==> src/sv/ostb_pkg.sv <==
`default_nettype none
package ostb_pkg;

   localparam logic [30:0] RUN_WRAP = 31'h7FFF_FFFF;
   localparam logic [3:0] TICK_LAST = 4'd9;
   localparam logic [31:0] MIN_DELAY = 32'd2;

   typedef enum logic [2:0] {
      KIND_TICK  = 3'd0,
      KIND_START = 3'd1,
      KIND_CHECK = 3'd2,
      KIND_DELAY = 3'd3,
      KIND_READ  = 3'd4
   } kind_type;

   typedef struct packed {
      logic [2:0]  kind;
      logic [7:0]  timer_id;
      logic [31:0] period;
   } req_type;

   typedef struct packed {
      logic        fired;
      logic [30:0] run_time;
      logic        tick_10ms;
   } rsp_type;

   typedef struct packed {
      logic [31:0] count;
      logic        flag;
   } entry_type;

   typedef struct packed {
      logic      en;
      entry_type data;
   } wr_type;

endpackage
`default_nettype wire

==> src/sv/ostb_timer_store.sv <==
`default_nettype none
module ostb_timer_store #(
   parameter int NUM_TIMERS = 4,
   parameter int IDX_W = 2
) (
   input  wire logic                     clock,
   input  wire logic                     reset,
   input  wire logic                     rd_en,
   input  wire logic [IDX_W-1:0]         rd_addr,
   input  wire ostb_pkg::wr_type         wr,
   input  wire logic [IDX_W-1:0]         wr_addr,
   output      ostb_pkg::entry_type      rd_data
);

   ostb_pkg::entry_type mem [NUM_TIMERS];
   logic [NUM_TIMERS-1:0] valid_ff;
   ostb_pkg::entry_type rd_data_ff;
   logic rd_valid_ff;

   always_ff @(posedge clock) begin
      if (wr.en) begin
         mem[wr_addr] <= wr.data;
      end
      if (rd_en) begin
         rd_data_ff <= mem[rd_addr];
      end
   end

   always_ff @(posedge clock) begin
      if (reset) begin
         valid_ff <= '0;
         rd_valid_ff <= 1'b0;
      end else begin
         if (wr.en) begin
            valid_ff[wr_addr] <= 1'b1;
         end
         if (rd_en) begin
            rd_valid_ff <= valid_ff[rd_addr];
         end
      end
   end

   // never-written entries read as zero
   assign rd_data = rd_valid_ff ? rd_data_ff : '0;

endmodule
`default_nettype wire

==> src/sv/one_shot_soft_timer_bank_core.sv <==
// Bank of NUM_TIMERS one-shot 1 ms timers held in a single-port-read, single-port-write
// RAM (32-bit count plus expiry flag per entry). One item is handled at a time, one result
// per item. A tick walks the RAM one entry per cycle (read, then decrement and write back
// the next cycle) in S_WALK and then loads its result in S_DONE; a check on a valid id
// is a read-modify-write through S_CHECK to S_DONE; start, delay start, run-time read,
// unused kinds and a check on an invalid id go straight to S_DONE. The next item is
// accepted the cycle after a result is loaded. A result waits in the output register and
// the item after it is accepted meanwhile.
`default_nettype none
module one_shot_soft_timer_bank_core #(
   parameter int NUM_TIMERS = 4
) (
   input  wire logic              clock,
   input  wire logic              reset,
   input  wire logic              req_valid,
   output      logic              req_ready,
   input  wire ostb_pkg::req_type req_data,
   output      logic              rsp_valid,
   input  wire logic              rsp_ready,
   output      ostb_pkg::rsp_type rsp_data
);

   localparam int IDX_W = (NUM_TIMERS > 1) ? $clog2(NUM_TIMERS) : 1;

   typedef enum logic [3:0] {
      S_IDLE  = 4'b0001,
      S_WALK  = 4'b0010,
      S_CHECK = 4'b0100,
      S_DONE  = 4'b1000
   } state_type;

   state_type state_ff, state_in;
   logic [IDX_W-1:0] walk_idx_ff, walk_idx_in;
   logic [30:0] run_ff, run_in;
   logic [3:0] div_ff, div_in;
   logic pulse_ff, pulse_in;
   logic fired_ff, fired_in;
   logic op_tick_ff, op_tick_in;
   logic rd_pend_ff;
   logic [IDX_W-1:0] rd_addr_ff;
   logic rsp_valid_ff, rsp_valid_in;
   ostb_pkg::rsp_type rsp_ff, rsp_in;

   logic rd_en;
   logic [IDX_W-1:0] rd_addr;
   ostb_pkg::wr_type wr;
   logic [IDX_W-1:0] wr_addr;
   ostb_pkg::entry_type rd_data;
   logic id_ok;
   logic [30:0] run_inc;
   logic [31:0] delay_period;
   logic accept;

   ostb_timer_store #(
      .NUM_TIMERS(NUM_TIMERS),
      .IDX_W(IDX_W)
   ) u_store (
      .clock(clock),
      .reset(reset),
      .rd_en(rd_en),
      .rd_addr(rd_addr),
      .wr(wr),
      .wr_addr(wr_addr),
      .rd_data(rd_data)
   );

   assign req_ready = (state_ff == S_IDLE);
   assign accept = req_valid && req_ready;
   assign id_ok = ({1'b0, req_data.timer_id} < 9'(NUM_TIMERS));
   assign run_inc = run_ff + 31'd1;
   assign delay_period = (req_data.period <= 32'd1) ? ostb_pkg::MIN_DELAY : req_data.period;

   always_comb begin
      state_in = state_ff;
      walk_idx_in = walk_idx_ff;
      run_in = run_ff;
      div_in = div_ff;
      pulse_in = pulse_ff;
      fired_in = fired_ff;
      op_tick_in = op_tick_ff;
      rsp_valid_in = rsp_valid_ff && !rsp_ready;
      rsp_in = rsp_ff;
      rd_en = 1'b0;
      rd_addr = walk_idx_ff;
      wr = '0;
      wr_addr = rd_addr_ff;

      // write-back of a read issued last cycle
      if (rd_pend_ff) begin
         wr.en = 1'b1;
         if (op_tick_ff) begin
            if (!rd_data.flag && (rd_data.count != 32'd0)) begin
               wr.data.count = rd_data.count - 32'd1;
               wr.data.flag = (rd_data.count == 32'd1);
            end else begin
               wr.data = rd_data;
            end
         end else begin
            wr.data.count = rd_data.count;
            wr.data.flag = 1'b0;
         end
      end

      case (state_ff)
         S_IDLE: begin
            if (accept) begin
               pulse_in = 1'b0;
               fired_in = 1'b0;
               op_tick_in = 1'b0;
               state_in = S_DONE;
               case (req_data.kind)
                  ostb_pkg::KIND_TICK: begin
                     run_in = (run_inc == ostb_pkg::RUN_WRAP) ? '0 : run_inc;
                     if (div_ff == ostb_pkg::TICK_LAST) begin
                        div_in = '0;
                        pulse_in = 1'b1;
                     end else begin
                        div_in = div_ff + 4'd1;
                     end
                     op_tick_in = 1'b1;
                     walk_idx_in = '0;
                     state_in = S_WALK;
                  end
                  ostb_pkg::KIND_START: begin
                     if (id_ok) begin
                        wr.en = 1'b1;
                        wr.data.count = req_data.period;
                        wr.data.flag = 1'b0;
                        wr_addr = req_data.timer_id[IDX_W-1:0];
                     end
                  end
                  ostb_pkg::KIND_CHECK: begin
                     if (id_ok) begin
                        rd_en = 1'b1;
                        rd_addr = req_data.timer_id[IDX_W-1:0];
                        state_in = S_CHECK;
                     end
                  end
                  ostb_pkg::KIND_DELAY: begin
                     wr.en = 1'b1;
                     wr.data.count = delay_period;
                     wr.data.flag = 1'b0;
                     wr_addr = '0;
                  end
                  default: begin
                  end
               endcase
            end
         end
         S_WALK: begin
            rd_en = 1'b1;
            rd_addr = walk_idx_ff;
            walk_idx_in = walk_idx_ff + 1'b1;
            if (walk_idx_ff == IDX_W'(NUM_TIMERS - 1)) begin
               state_in = S_DONE;
            end
         end
         S_CHECK: begin
            fired_in = rd_data.flag;
            state_in = S_DONE;
         end
         S_DONE: begin
            if (!rsp_valid_ff || rsp_ready) begin
               rsp_valid_in = 1'b1;
               rsp_in.fired = fired_ff;
               rsp_in.run_time = run_ff;
               rsp_in.tick_10ms = pulse_ff;
               state_in = S_IDLE;
            end
         end
         default: begin
            state_in = S_IDLE;
         end
      endcase
   end

   always_ff @(posedge clock) begin
      if (reset) begin
         state_ff <= S_IDLE;
         run_ff <= '0;
         div_ff <= '0;
         rd_pend_ff <= 1'b0;
         rsp_valid_ff <= 1'b0;
      end else begin
         state_ff <= state_in;
         run_ff <= run_in;
         div_ff <= div_in;
         rd_pend_ff <= rd_en;
         rsp_valid_ff <= rsp_valid_in;
      end
   end

   always_ff @(posedge clock) begin
      walk_idx_ff <= walk_idx_in;
      pulse_ff <= pulse_in;
      fired_ff <= fired_in;
      op_tick_ff <= op_tick_in;
      rd_addr_ff <= rd_addr;
      rsp_ff <= rsp_in;
   end

   assign rsp_valid = rsp_valid_ff;
   assign rsp_data = rsp_ff;

   a_walk_range: assert property (@(posedge clock) disable iff (reset)
      (state_ff == S_WALK) |-> ({1'b0, walk_idx_ff} < (IDX_W+1)'(NUM_TIMERS)))
      else $error("walk index out of range");

   a_no_rw_clash: assert property (@(posedge clock) disable iff (reset)
      (rd_en && wr.en) |-> (rd_addr != wr_addr))
      else $error("read and write-back hit the same entry");

   a_rsp_from_done: assert property (@(posedge clock) disable iff (reset)
      $rose(rsp_valid_ff) |-> $past(state_ff == S_DONE))
      else $error("result loaded outside completion");

   a_div_range: assert property (@(posedge clock) disable iff (reset)
      div_ff <= ostb_pkg::TICK_LAST)
      else $error("tick divider out of range");

endmodule
`default_nettype wire

==> config.mk <==
export PLATFORM = sky130hd
export DESIGN_NAME = one_shot_soft_timer_bank_core
export DESIGN_NICKNAME = d
export VERILOG_FILES = /design/src/sv/ostb_pkg.sv /design/src/sv/ostb_timer_store.sv /design/src/sv/one_shot_soft_timer_bank_core.sv
export SDC_FILE = /design/constraint.sdc
export NUM_CORES = 1
export LEC_CHECK = 0
export BUFFER_PORTS_ARGS = -buffer_cell sky130_fd_sc_hd__buf_2
export CAP_MARGIN = 0
export CORE_MARGIN = 4
export CORE_UTILIZATION = 54
export CTS_CLUSTER_DIAMETER = 100
export DETAILED_ROUTE_END_ITERATION = 6
export PLACE_DENSITY = 0.79
export SLEW_MARGIN = 0
export SYNTH_ARGS = -nofsm -noshare
export SYNTH_HDL_FRONTEND = slang
export SYNTH_SLANG_ARGS = --single-unit
==> constraint.sdc <==
create_clock -name clock -period 4.05 [get_ports clock]
set_input_delay 0.81 -clock clock [delete_from_list [all_inputs] [get_ports clock]]
set_output_delay 0.81 -clock clock [all_outputs]
set_load 0.1 [all_outputs]
==> flow_summary.yaml, run 1 <==
run_status:
  run_status: "finished, final reports clean"
placement:
  dpl_cell_area_um2: 12150
  gp_congestion: 0.8817
  count_of_input_and_output_buffers: 81
  dp_hpwl_um: 18040
power_and_ir_drop:
  total_switching_power_w: 0.001148
  seq_power_share_pct: 53.7
  power_leakage_nw: 4.459
  clock_share_of_power_pct: 42.0
  pwr_density_cell_nw_per_um2: 409.0
  switching_part_of_the_total_pct: 21.68
  vdd_ir_drop_max_mv: 0.3048
  internal-power_w: 0.004149
  power.combinational.fraction_pct: 4.3
worst_hold_path:
  hold_start: "pulse_ff"
  worst_hold_path.num_cells: 0
  hp-class: "register to register"
  worst_hold_path.endpoint: "rsp_data[0]"
routing:
  viasPerCell: 6.181
  avgRoutedWirePerCell_um: 19.74
  detailroute.via_count: 8764
  firstDrtPassIters: 5
  drc: 0
  first_iter_violations: 936
  final_antenna_net_count: 0
  routed_wl_um: 28000
synthesis:
  syn_avg_cell_area_um2: 10.81
  ys_seq_area_share_pct: 61.88
  synthFlopType: "sky130_fd_sc_hd__edfxtp_1"
  yosys_register_bits: 251
  edff_count_synth: 203
  syn-cell-area_um2: 11400
  synth.top_cells.by_area: "sky130_fd_sc_hd__edfxtp_1, sky130_fd_sc_hd__dfxtp_1, sky130_fd_sc_hd__nand2_1"
  synth_top_cell_area_share_pct: 53.46
  cell_count_after_synthesis: 1055
  postSynth.asyncResetShare_pct: 0
  yosysTopAreaCell: "sky130_fd_sc_hd__edfxtp_1"
  synth-warning-count: 0
  number_of_distinct_library_cells_after_synthesis: 71
  synth.net_count: 1106
floorplan:
  fp.coreArea_um2: 20490
  core.rowCount: 52
  die_width_um: 153.3
  fp.dieH_um: 153.3
  floorplan.initialDensity_pct: 55.64
  ioPinCount: 82
  dieArea_um2: 23510
sta:
  final_min_period_over_clock_period_pct: 83.71
  timing_worst_slew_pin_value_ps: 1239
  timing.final.crit_period_ps: 3390
  fin_hold_viols: 0
  fin_setup_tns_ps: 0
  achievable-frequency_mhz: 295.0
  finalSetupViolCount: 0
  maxSlewViolCount: 0
  worst_slew_margin_rel_pct: 17.41
  grt_setup_unrepaired: "false"
  worst_clock_skew_ps: 16.68
finish:
  layout_common_cells: "sky130_fd_sc_hd__nand2_1, sky130_fd_sc_hd__edfxtp_1, sky130_fd_sc_hd__buf_2, sky130_fd_sc_hd__a21oi_1, sky130_fd_sc_hd__nor2_1"
  final_common_cell: "sky130_fd_sc_hd__nand2_1"
  finalCoreUtilization_pct: 63.20
  seq_area_um2: 7057
  multi_input_area_um2: 4123
  layout-area-overhead-vs-synth_pct: 13.58
  finalInstanceArea_um2: 12950
  design.final.nets: 1179
  nFillCells: 1575
  post_route_cells_drive_above_1_share_pct: 15.52
cts:
  clkLatencyLatePin_ps: 530
  cts_resized: 0
  hold_buffers: 0
  ctsHtreeMaxLevel: 1
  cts_inserted_buffers: 25
  cts_setup_buffers: 0
  ctsLongestPathBuffers: 3
  clock-root-buffer: "sky130_fd_sc_hd__clkbuf_16"
  clkTransAtPathRegs_ps: 60
  cts_tree: "yes"
  cts_sinks: 251
critical_path:
  endpoint_kind: "register"
  setup.worst_path.class: "register to register"
  worst-r2r-setup-slack_ps: 660
  timing.critical_path.arrival_ps: 3790
  worstSetupStartpointType: "register"
  cp_data_required_time_ps: 4450
  critical_path.max_fanout: 11
  reg2reg_depth: 9
  r2r-start: "run_ff[1]"
  timing.rr.end: "run_ff[29]"
grt:
  gr_overflow_total: 0
  global_route_wire_length_before_repair_um: 43990
  antenna_found_initial: 5
  pin_count_of_the_biggest_net_entering_global_routing: 70
  first_global_vias: 8385
  track_usage_pct: 22.93
job:
  max_cap_violations: 0
-- power groups by stage --
stage               Sequential (W)  Combinational, W  Clock [W]
floorplan                  0.00291          0.000129          0
global placement           0.00290          0.000219          0
detailed placement         0.00290          0.000226          0
CTS                        0.00284          0.000227    0.00226
global route               0.00285          0.000245    0.00237
finish                     0.00284          0.000228    0.00223
-- cells in the mapped netlist, types with 3 or more instances --
cell                       count
sky130_fd_sc_hd__nand2_1     218
sky130_fd_sc_hd__inv_2         4
sky130_fd_sc_hd__nor3b_1       3
sky130_fd_sc_hd__a22o_1        7
sky130_fd_sc_hd__or4_1         9
sky130_fd_sc_hd__xor2_1       11
sky130_fd_sc_hd__o21ai_0      16
sky130_fd_sc_hd__nor2_1       55
sky130_fd_sc_hd__a311oi_1      3
sky130_fd_sc_hd__clkbuf_1     46
sky130_fd_sc_hd__a32oi_1      11
sky130_fd_sc_hd__or3_1         8
sky130_fd_sc_hd__nand2b_1      8
sky130_fd_sc_hd__nor3_2        3
sky130_fd_sc_hd__buf_2        13
sky130_fd_sc_hd__dfxtp_1      48
sky130_fd_sc_hd__a31oi_1      47
sky130_fd_sc_hd__and3_1       40
sky130_fd_sc_hd__and4_1        4
sky130_fd_sc_hd__nand3b_1      3
sky130_fd_sc_hd__a32o_1        3
sky130_fd_sc_hd__and2_1        5
sky130_fd_sc_hd__a21o_1        3
sky130_fd_sc_hd__nor3_1       33
sky130_fd_sc_hd__a211oi_1      9
sky130_fd_sc_hd__a22oi_1       3
sky130_fd_sc_hd__nor2b_1      12
sky130_fd_sc_hd__ha_1          4
sky130_fd_sc_hd__edfxtp_1    203
sky130_fd_sc_hd__a21oi_1      55
sky130_fd_sc_hd__o21ai_1      24
sky130_fd_sc_hd__nand3_1      37
sky130_fd_sc_hd__inv_1         5
sky130_fd_sc_hd__mux2i_1       3
sky130_fd_sc_hd__xnor2_1       8
sky130_fd_sc_hd__or2_2         4
sky130_fd_sc_hd__nor4_1       15
sky130_fd_sc_hd__nand4_1      20
sky130_fd_sc_hd__o211ai_1      9
-- logic make-up (layout without fill, tap and decap cells) --
group | after synthesis | in the layout | share of synthesized area (%)
adders and majority gates | 4 | 4 | 0.4389
other | 0 | 1 | 0
and+or+nand+nor | 491 | 491 | 20.95
xor gates and xnor gates | 19 | 19 | 1.459
muxes | 4 | 4 | 0.3621
DFF | 251 | 251 | 61.88
buffers and inverters | 70 | 162 | 2.524
AOI/OAI and AO/OA | 216 | 216 | 12.39
-- layout make-up --
class	instances	area share [%]
clock buffer	32	5.352
tap	270	2.608
sequential	251	54.48
clock inverter	14	0.8114
inverter	9	0.2608
timing repair buffer	107	4.637
antenna	1	0.01932
multi-input combinational	734	31.83
-- worst max-delay path, stage by stage (launching register included) --
cell and delay (ps):
sky130_fd_sc_hd__dfxtp_1 530, sky130_fd_sc_hd__ha_1 320, sky130_fd_sc_hd__nand3_1 340, sky130_fd_sc_hd__nor3_1 520
sky130_fd_sc_hd__nand3_1 250, sky130_fd_sc_hd__xor2_1 210, sky130_fd_sc_hd__nor3_1 320, sky130_fd_sc_hd__nand4_1 370
sky130_fd_sc_hd__o21bai_1 340, sky130_fd_sc_hd__nor2_1 80
-- how the worst max path moves through the flow --
stage | startpoint | to | slack [ps] | cells after the start
after floorplan | state_ff[3] | u_store.mem[1][0] | 150 | 7
after global placement | req_data[36] | u_store.rd_data_ff[30] | 420 | 9
after detailed placement | req_data[36] | u_store.rd_data_ff[20] | 160 | 9
after CTS | req_data[36] | u_store.rd_data_ff[21] | 740 | 9
after global routing | run_ff[0] | run_ff[25] | 370 | 9
final | run_ff[1] | run_ff[29] | 660 | 9
-- through the flow --
stage / hold WS (ps) / worst slack (ps) / total power [W] / std cells
2_1_floorplan: 400.3 / 153.7 / 0.003039 / 1055
3_3_place_gp: 411.3 / 424.5 / 0.003114 / 1371
3_5_place_dp: 415.8 / 163.5 / 0.003123 / 1371
4_1_cts: 424.5 / 735.1 / 0.005327 / 1417
5_1_grt: 426.8 / 372.3 / 0.005466 / 1418
6_report: 428.7 / 659.7 / 0.005298 / 1418
-- per-layer routing --
metal	track usage (%)	up-vias	part of all wire [%]
li1	-	4112	-
met1	31.95	4148	42
met2	35.77	422	46
met3	4.976	74	8.5
met4	8.231	8	2.9
met5	0	-	0.21
-- registers in the layout, summed over array words and instances (netlist names), 2 cells and up --
name                cells
u_store.rd_data_ff     33
u_store.valid_ff        4
state_ff                4
rd_addr_ff              2
walk_idx_ff             2
div_ff                  4
run_ff                 31
rsp_data               33
u_store.mem           132
(Power assumes the default switching activity.)
==> run 2, diff against run 1 <==
--- a/config.mk
+++ b/config.mk
@@ -5,13 +5,14 @@
 export SDC_FILE = /design/constraint.sdc
 export NUM_CORES = 1
 export LEC_CHECK = 0
+export ABC_AREA = 1
 export BUFFER_PORTS_ARGS = -buffer_cell sky130_fd_sc_hd__buf_2
 export CAP_MARGIN = 0
 export CORE_MARGIN = 4
-export CORE_UTILIZATION = 54
+export CORE_UTILIZATION = 61
 export CTS_CLUSTER_DIAMETER = 100
 export DETAILED_ROUTE_END_ITERATION = 6
-export PLACE_DENSITY = 0.79
+export PLACE_DENSITY = 0.84
 export SLEW_MARGIN = 0
 export SYNTH_ARGS = -nofsm -noshare
 export SYNTH_HDL_FRONTEND = slang
==> constraint.sdc (replaced) <==
create_clock -name clock -period 3.53 [get_ports clock]
set_input_delay 0.706 -clock clock [delete_from_list [all_inputs] [get_ports clock]]
set_output_delay 0.706 -clock clock [all_outputs]
set_load 0.1 [all_outputs]
==> run 2 against run 1 <==
  * Sequential share of layout area is 2.7 points lower
  * Clock skew hardly changed
  * Non-clock buffer count is 8 lower
  * Area after synthesis is 5.0% higher
  * Synthesized cell count is 24% higher
  * Cell area is 5.3% higher
  * Via count is 12% higher
  * Sequential cell count stayed put
  * Critical path type unchanged
  * Largest cell class unchanged
  * Largest power group unchanged
  * Highest routed layer is now met4
==> flow_summary.yaml, run 2 <==
critical_path:
  critical_path.max_fanout: 37
  r2r-start: "u_store.rd_valid_ff"
  slowest_delay_ps: 380
  critical-path-top-delay-family: "simple AND/OR/NAND/NOR gates"
  worst-r2r-setup-slack_ps: 650
  critical-path-slowest-cell: "sky130_fd_sc_hd__buf_4"
  setup.worst_path.class: "register to register"
  path_common_cell: "sky130_fd_sc_hd__nand2_1"
  timing.critical_path.arrival_ps: 3170
  timing.rr.end: "u_store.mem[1][5]"
  cp.buffers_inverters: 1
  worstSetupStartpointType: "register"
  endpoint_kind: "register"
  cp_data_required_time_ps: 3820
  reg2reg_depth: 13
  startpoint: "u_store.rd_valid_ff"
  path_cells: "buf_4 -> nand2_1 -> nand2_1 -> nor2_1 -> nand2_1 -> nor2_1 -> nand2_2 -> nand2_4 -> nor2_4 -> nand3_1 -> xor2_1 -> nand2_1 -> o21ai_1"
floorplan:
  floorplan.initialDensity_pct: 62.95
  die_width_um: 148.1
  dieArea_um2: 21930
  fp.dieH_um: 148.1
  core.rowCount: 50
  ioPinCount: 82
  fp.coreArea_um2: 19020
sta:
  fin_setup_tns_ps: 0
  fin_hold_viols: 0
  setup_slack_ps: 649.9
  worst_clock_skew_ps: 16.43
  final_min_period_over_clock_period_pct: 81.59
  timing_worst_slew_pin_value_ps: 1055
  worst_slew_margin_rel_pct: 29.51
  finalSetupViolCount: 0
  timing.final.crit_period_ps: 2880
  achievable-frequency_mhz: 347.2
  grt_setup_unrepaired: "false"
  maxSlewViolCount: 0
finish:
  post_route_cells_drive_above_1_share_pct: 13.19
  design.final.nets: 1441
  fin_cells: 1670
  nFillCells: 1344
  regMostFlops: "u_store.mem"
  largest_register_ff_count: 132
  layout_common_cells: "sky130_fd_sc_hd__nand2_1, sky130_fd_sc_hd__edfxtp_1, sky130_fd_sc_hd__nor2_1, sky130_fd_sc_hd__inv_1, sky130_fd_sc_hd__o21ai_0"
  final_common_cell: "sky130_fd_sc_hd__nand2_1"
  finalCoreUtilization_pct: 71.70
  antenna_cells_inserted: 0
  layout-area-overhead-vs-synth_pct: 13.91
routing:
  firstDrtPassIters: 5
  detailroute.via_count: 9808
  final_antenna_net_count: 0
  first_iter_violations: 929
  avgRoutedWirePerCell_um: 17.96
  viasPerCell: 5.873
  drc: 0
  routed_wl_um: 29990
synthesis:
  yosysTopAreaCell: "sky130_fd_sc_hd__edfxtp_1"
  synth.top_cells.by_area: "sky130_fd_sc_hd__edfxtp_1, sky130_fd_sc_hd__nand2_1, sky130_fd_sc_hd__dfxtp_1"
  synth.net_count: 1358
  ys_seq_area_share_pct: 58.95
  synthTopCellsByCount: "sky130_fd_sc_hd__nand2_1, sky130_fd_sc_hd__edfxtp_1, sky130_fd_sc_hd__nor2_1"
  synth-warning-count: 0
  cell_count_after_synthesis: 1307
  postSynth.asyncResetShare_pct: 0
  edff_count_synth: 203
  syn-cell-area_um2: 11970
  synth_top_cell_area_share_pct: 50.92
  yosys_register_bits: 251
  post-synth-top-count-cell: "sky130_fd_sc_hd__nand2_1"
  syn_avg_cell_area_um2: 9.160
  number_of_distinct_library_cells_after_synthesis: 44
  synthFlopType: "sky130_fd_sc_hd__edfxtp_1"
run_status:
  run_status: "finished, final reports clean"
placement:
  count_of_input_and_output_buffers: 81
  gp_congestion: 0.9568
  detailedPlace.worstSlack_ps: 600.9
  numPlacedInstances: 1622
  dp_hpwl_um: 19270
power_and_ir_drop:
  total_switching_power_w: 0.001590
  power_leakage_nw: 5.243
  switching_part_of_the_total_pct: 23.06
  power.combinational.fraction_pct: 7.8
  internal-power_w: 0.005306
  pwr_density_cell_nw_per_um2: 505.8
  clock_share_of_power_pct: 45.2
  seq_power_share_pct: 47.0
  totalPowerFinal_w: 0.006897
  vdd_ir_drop_max_mv: 0.4371
grt:
  pin_count_of_the_biggest_net_entering_global_routing: 71
  first_global_vias: 9615
  gr_overflow_total: 0
  antenna_found_initial: 0
  track_usage_pct: 27.11
  global_route_wire_length_before_repair_um: 47890
cts:
  clock-root-buffer: "sky130_fd_sc_hd__clkbuf_16"
  cts_tree: "yes"
  cts_inserted_buffers: 26
  cts_setup_buffers: 0
  clkTransAtPathRegs_ps: 70
  clkLatencyLatePin_ps: 530
  ctsHtreeMaxLevel: 1
  cts_sinks: 251
  hold_buffers: 0
  ctsLongestPathBuffers: 3
  cts_resized: 0
worst_hold_path:
  worst_hold_path.endpoint: "rsp_data[32]"
  hp-class: "register to register"
  worst_hold_path.num_cells: 0
  hold_start: "fired_ff"
job:
  max_cap_violations: 0
==> run 2: changes by cell type after synthesis, sizes merged, moves of 10 or more <==
cell | before | now
nor2 | 55 | 210
inv | 9 | 115
nand2 | 219 | 310
o21ai | 42 | 105
nand3 | 37 | 91
a31oi | 47 | 3
and3 | 40 | 0
o22ai | 0 | 34
clkbuf | 47 | 23
nor3 | 36 | 17
nor2b | 12 | 0
or4 | 11 | 0
a32oi | 11 | 1
==> run 2: layout make-up <==
cell class / instances / area (µm²) / share of cell area (%)
inverters: 115 / 434.2 / 3.184
well taps: 260 / 325.3 / 2.386
clock inverters: 16 / 262.8 / 1.927
flip-flops and latches: 251 / 7057 / 51.75
multi-input cells: 897 / 4268 / 31.30
repair buffers: 99 / 565.5 / 4.147
clock buffers: 32 / 724.4 / 5.312
==> run 2: worst max-delay path by stage <==
stage	to	slack, ps	cells after the start
floorplan	u_store.mem[0][0]	110	8
global placement	u_store.mem[2][10]	650	10
detailed placement	u_store.mem[1][18]	600	9
CTS	u_store.mem[1][5]	710	13
global route	u_store.mem[1][5]	400	13
finish	u_store.mem[1][5]	650	13
==> run 2: per-layer routing <==
layer | GRT usage [%] | vias to the layer above | wire, µm
met2 | 45.24 | 549 | 14330
met5 | 0 | - | 0
met3 | 4.418 | 103 | 2765
met4 | 12.70 | 0 | 1328
met1 | 35.02 | 4534 | 11570
li1 | - | 4622 | -
==> run 2: stage by stage <==
step                hold WS, ps  area (µm²)
global route              454.5       13640
floorplan                 400.3       11970
detailed placement        416.9       12650
CTS                       431.9       13640
global placement          401.7       12650
finish                    432.6       13640
==> run 2: power by group through the flow <==
stage	clock [W]	sequential, W	combinational (W)
floorplan	0	0.00346	0.000241
global placement	0	0.00331	0.000519
detailed placement	0	0.00331	0.000529
CTS	0.00312	0.00324	0.000534
global route	0.00326	0.00325	0.000572
finish	0.00311	0.00324	0.000538
==> run 2: cell families (layout without fill, tap and decap cells) <==
| logic type | count (synthesis) | after routing | share of synthesized area [%] |
|---|---|---|---|
| and+or+nand+nor | 668 | 668 | 24.21 |
| DFF | 251 | 251 | 58.95 |
| AOI/OAI and AO/OA | 206 | 206 | 9.364 |
| buffers and inverters | 159 | 262 | 5.675 |
| xor gates and xnor gates | 19 | 19 | 1.390 |
| adders and majority gates | 4 | 4 | 0.4181 |
==> run 3, diff against run 2 <==
--- a/config.mk
+++ b/config.mk
@@ -5,14 +5,14 @@
 export SDC_FILE = /design/constraint.sdc
 export NUM_CORES = 1
 export LEC_CHECK = 0
-export ABC_AREA = 1
+export ABC_AREA = 0
 export BUFFER_PORTS_ARGS = -buffer_cell sky130_fd_sc_hd__buf_2
 export CAP_MARGIN = 0
 export CORE_MARGIN = 4
-export CORE_UTILIZATION = 61
+export CORE_UTILIZATION = 60
 export CTS_CLUSTER_DIAMETER = 100
 export DETAILED_ROUTE_END_ITERATION = 6
-export PLACE_DENSITY = 0.84
+export PLACE_DENSITY = 0.83
 export SLEW_MARGIN = 0
 export SYNTH_ARGS = -nofsm -noshare
 export SYNTH_HDL_FRONTEND = slang
==> constraint.sdc (replaced) <==
create_clock -name clock -period 2.7 [get_ports clock]
set_input_delay 0.54 -clock clock [delete_from_list [all_inputs] [get_ports clock]]
set_output_delay 0.54 -clock clock [all_outputs]
set_load 0.1 [all_outputs]
==> run 3 against run 2 <==
  * The run now ends with negative setup slack left
  * First-iteration DRC count up 31%
  * Highest routed layer unchanged
  * Sequential cell count unchanged
  * Cell area up 7.5%
==> flow_summary.yaml, run 3 (synthesis gave the netlist of run 1 again) <==
grt:
  gr_overflow_total: 0
  pin_count_of_the_biggest_net_entering_global_routing: 49
  first_global_vias: 9035
  antenna_found_initial: 0
  track_usage_pct: 27.90
  global_route_wire_length_before_repair_um: 47970
critical_path:
  worst-r2r-setup-slack_ps: -410
  timing.rr.end: "u_store.mem[2][29]"
  r2r-start: "u_store.rd_data_ff[8]"
  critical-path-top-delay-family: "simple AND/OR/NAND/NOR gates"
  critical_path.max_fanout: 4
  cp.buffers_inverters: 2
  slowest_delay_ps: 580
  timing.critical_path.arrival_ps: 3380
  critical-path-slowest-cell: "sky130_fd_sc_hd__or4_4"
  reg2reg_depth: 9
  cp_data_required_time_ps: 2980
  path_cells: "or4_4 -> or4_4 -> or3_4 -> o21ai_4 -> buf_6 -> nand4_1 -> nand3_2 -> o211ai_1 -> buf_4"
  endpoint_kind: "register"
  path_common_cell: "sky130_fd_sc_hd__or4_4"
  worstSetupStartpointType: "register"
  setup.worst_path.class: "register to register"
routing:
  viasPerCell: 6.509
  final_antenna_net_count: 0
  first_iter_violations: 1214
  firstDrtPassIters: 5
  avgRoutedWirePerCell_um: 21.84
  routed_wl_um: 32900
  drc: 0
  detailroute.via_count: 9802
sta:
  setup_slack_ps: -406.1
  fin_hold_viols: 0
  finalSetupViolCount: 100
  maxSlewViolCount: 0
  timing_worst_slew_pin_value_ps: 919.7
  worst_clock_skew_ps: 15.74
  grt_setup_unrepaired: "true"
  worst_slew_margin_rel_pct: 38.46
  final_min_period_over_clock_period_pct: 115.0
  timing.final.crit_period_ps: 3106
  achievable-frequency_mhz: 321.9
finish:
  antenna_cells_inserted: 0
  largest_register_ff_count: 132
  post_route_cells_drive_above_1_share_pct: 29.32
  finalCoreUtilization_pct: 78.33
  design.final.nets: 1305
  layout_common_cells: "sky130_fd_sc_hd__nand2_1, sky130_fd_sc_hd__edfxtp_1, sky130_fd_sc_hd__buf_4, sky130_fd_sc_hd__buf_2"
  regMostFlops: "u_store.mem"
  layout-area-overhead-vs-synth_pct: 28.49
  final_common_cell: "sky130_fd_sc_hd__nand2_1"
cts:
  clkTransAtPathRegs_ps: 60
  hold_buffers: 0
  cts_tree: "yes"
  clock-root-buffer: "sky130_fd_sc_hd__clkbuf_16"
  clkLatencyLatePin_ps: 520
  cts_sinks: 251
  cts_inserted_buffers: 25
  ctsLongestPathBuffers: 3
  ctsHtreeMaxLevel: 1
placement:
  dp_hpwl_um: 19780
  detailedPlace.worstSlack_ps: -277.8
  count_of_input_and_output_buffers: 81
  gp_congestion: 1.007
floorplan:
  dieArea_um2: 21280
  fp.dieH_um: 145.9
  floorplan.initialDensity_pct: 60.96
  die_width_um: 145.9
  fp.coreArea_um2: 18710
  core.rowCount: 50
  ioPinCount: 82
worst_hold_path:
  worst_hold_path.endpoint: "u_store.mem[0][14]"
  hold_start: "req_data[13]"
  hp-class: "input pin to register"
  worst_hold_path.num_cells: 3
run_status:
  failing_checks: "negative setup slack"
  run_status: "finished, violations left"
power_and_ir_drop:
  vdd_ir_drop_max_mv: 0.5380
  pwr_density_cell_nw_per_um2: 549.0
  power_leakage_nw: 5.376
job:
  max_cap_violations: 0
## run 3: cell types whose count changed in the layout (fill, tap and decap cells not counted), sizes merged, moves of 40 or more
cell / before / now
nor2: 210 / 55
buf: 99 / 229
and3: 0 / 40
a31oi: 3 / 47
nand3: 91 / 37
o21ai: 105 / 42
inv: 116 / 8
nand2: 310 / 219
## run 3: worst min-delay path, delay by kind of cell
family / cells / cell delay, ps
buffers and inverters: 1 / 90
AO/OA/AOI/OAI: 1 / 80
AND/OR/NAND/NOR: 1 / 50
## run 3: through the flow
stage / hold WS [ps] / instances / instance area, µm² / total power [W] / setup TNS (ps)
finish: 355.6 / 1506 / 14650 / 0.008045 / -9368
global route: 369.2 / 1506 / 14650 / 0.008274 / -17650
CTS: 365.8 / 1488 / 14160 / 0.008042 / -2875
detailed placement: 407.4 / 1439 / 13220 / 0.004748 / -18020
global placement: 403.4 / 1439 / 13220 / 0.004732 / -15880
floorplan: 400.3 / 1055 / 11640 / 0.004575 / -132770
## run 3: timing repair
action	4_1_cts	5_1_grt
cloned	1	3
endpoints found under the setup margin	93	148
setup buffers	4	15
pin swaps	13	31
resized for setup	26	61
hold endpoints to repair	0	0
## run 3: worst max-delay path by stage
stage                               start  slack, ps                    end  depth (start not counted)
floorplan                     state_ff[3]       -680      u_store.mem[1][0]                          8
global placement             req_data[36]       -210  u_store.rd_data_ff[6]                         10
detailed placement           req_data[36]       -280  u_store.rd_data_ff[6]                         10
CTS                 u_store.rd_data_ff[8]       -160     u_store.mem[2][31]                          8
global route        u_store.rd_data_ff[8]       -430     u_store.mem[2][29]                          9
finish              u_store.rd_data_ff[8]       -410     u_store.mem[2][29]                          9
## run 3: per-layer routing
layer	global-route usage (%)	vias to the layer above	routed length, µm
met2	47.34	641	16300
met3	3.924	151	2870
li1	-	4353	-
met5	0	-	0
met1	36.10	4657	12080
met4	12.16	0	1644
## run 3: area by class of cell
| class | instances | area [µm²] |
|---|---|---|
| multi-input cells | 735 | 4604 |
| clock inverters | 8 | 90.09 |
| fillers | 1018 | 4053 |
| flip-flops and latches | 251 | 7064 |
| clock buffers | 37 | 690.7 |
| inverters | 9 | 37.54 |
| repair buffers | 232 | 1873 |
| well taps | 234 | 292.8 |
## run 3: where the power goes
part	internal, W	switching (W)	total, W
Sequential	0.00420	0.0000415	0.00425
Combinational	0.000156	0.000293	0.000449
Clock	0.00196	0.00139	0.00335
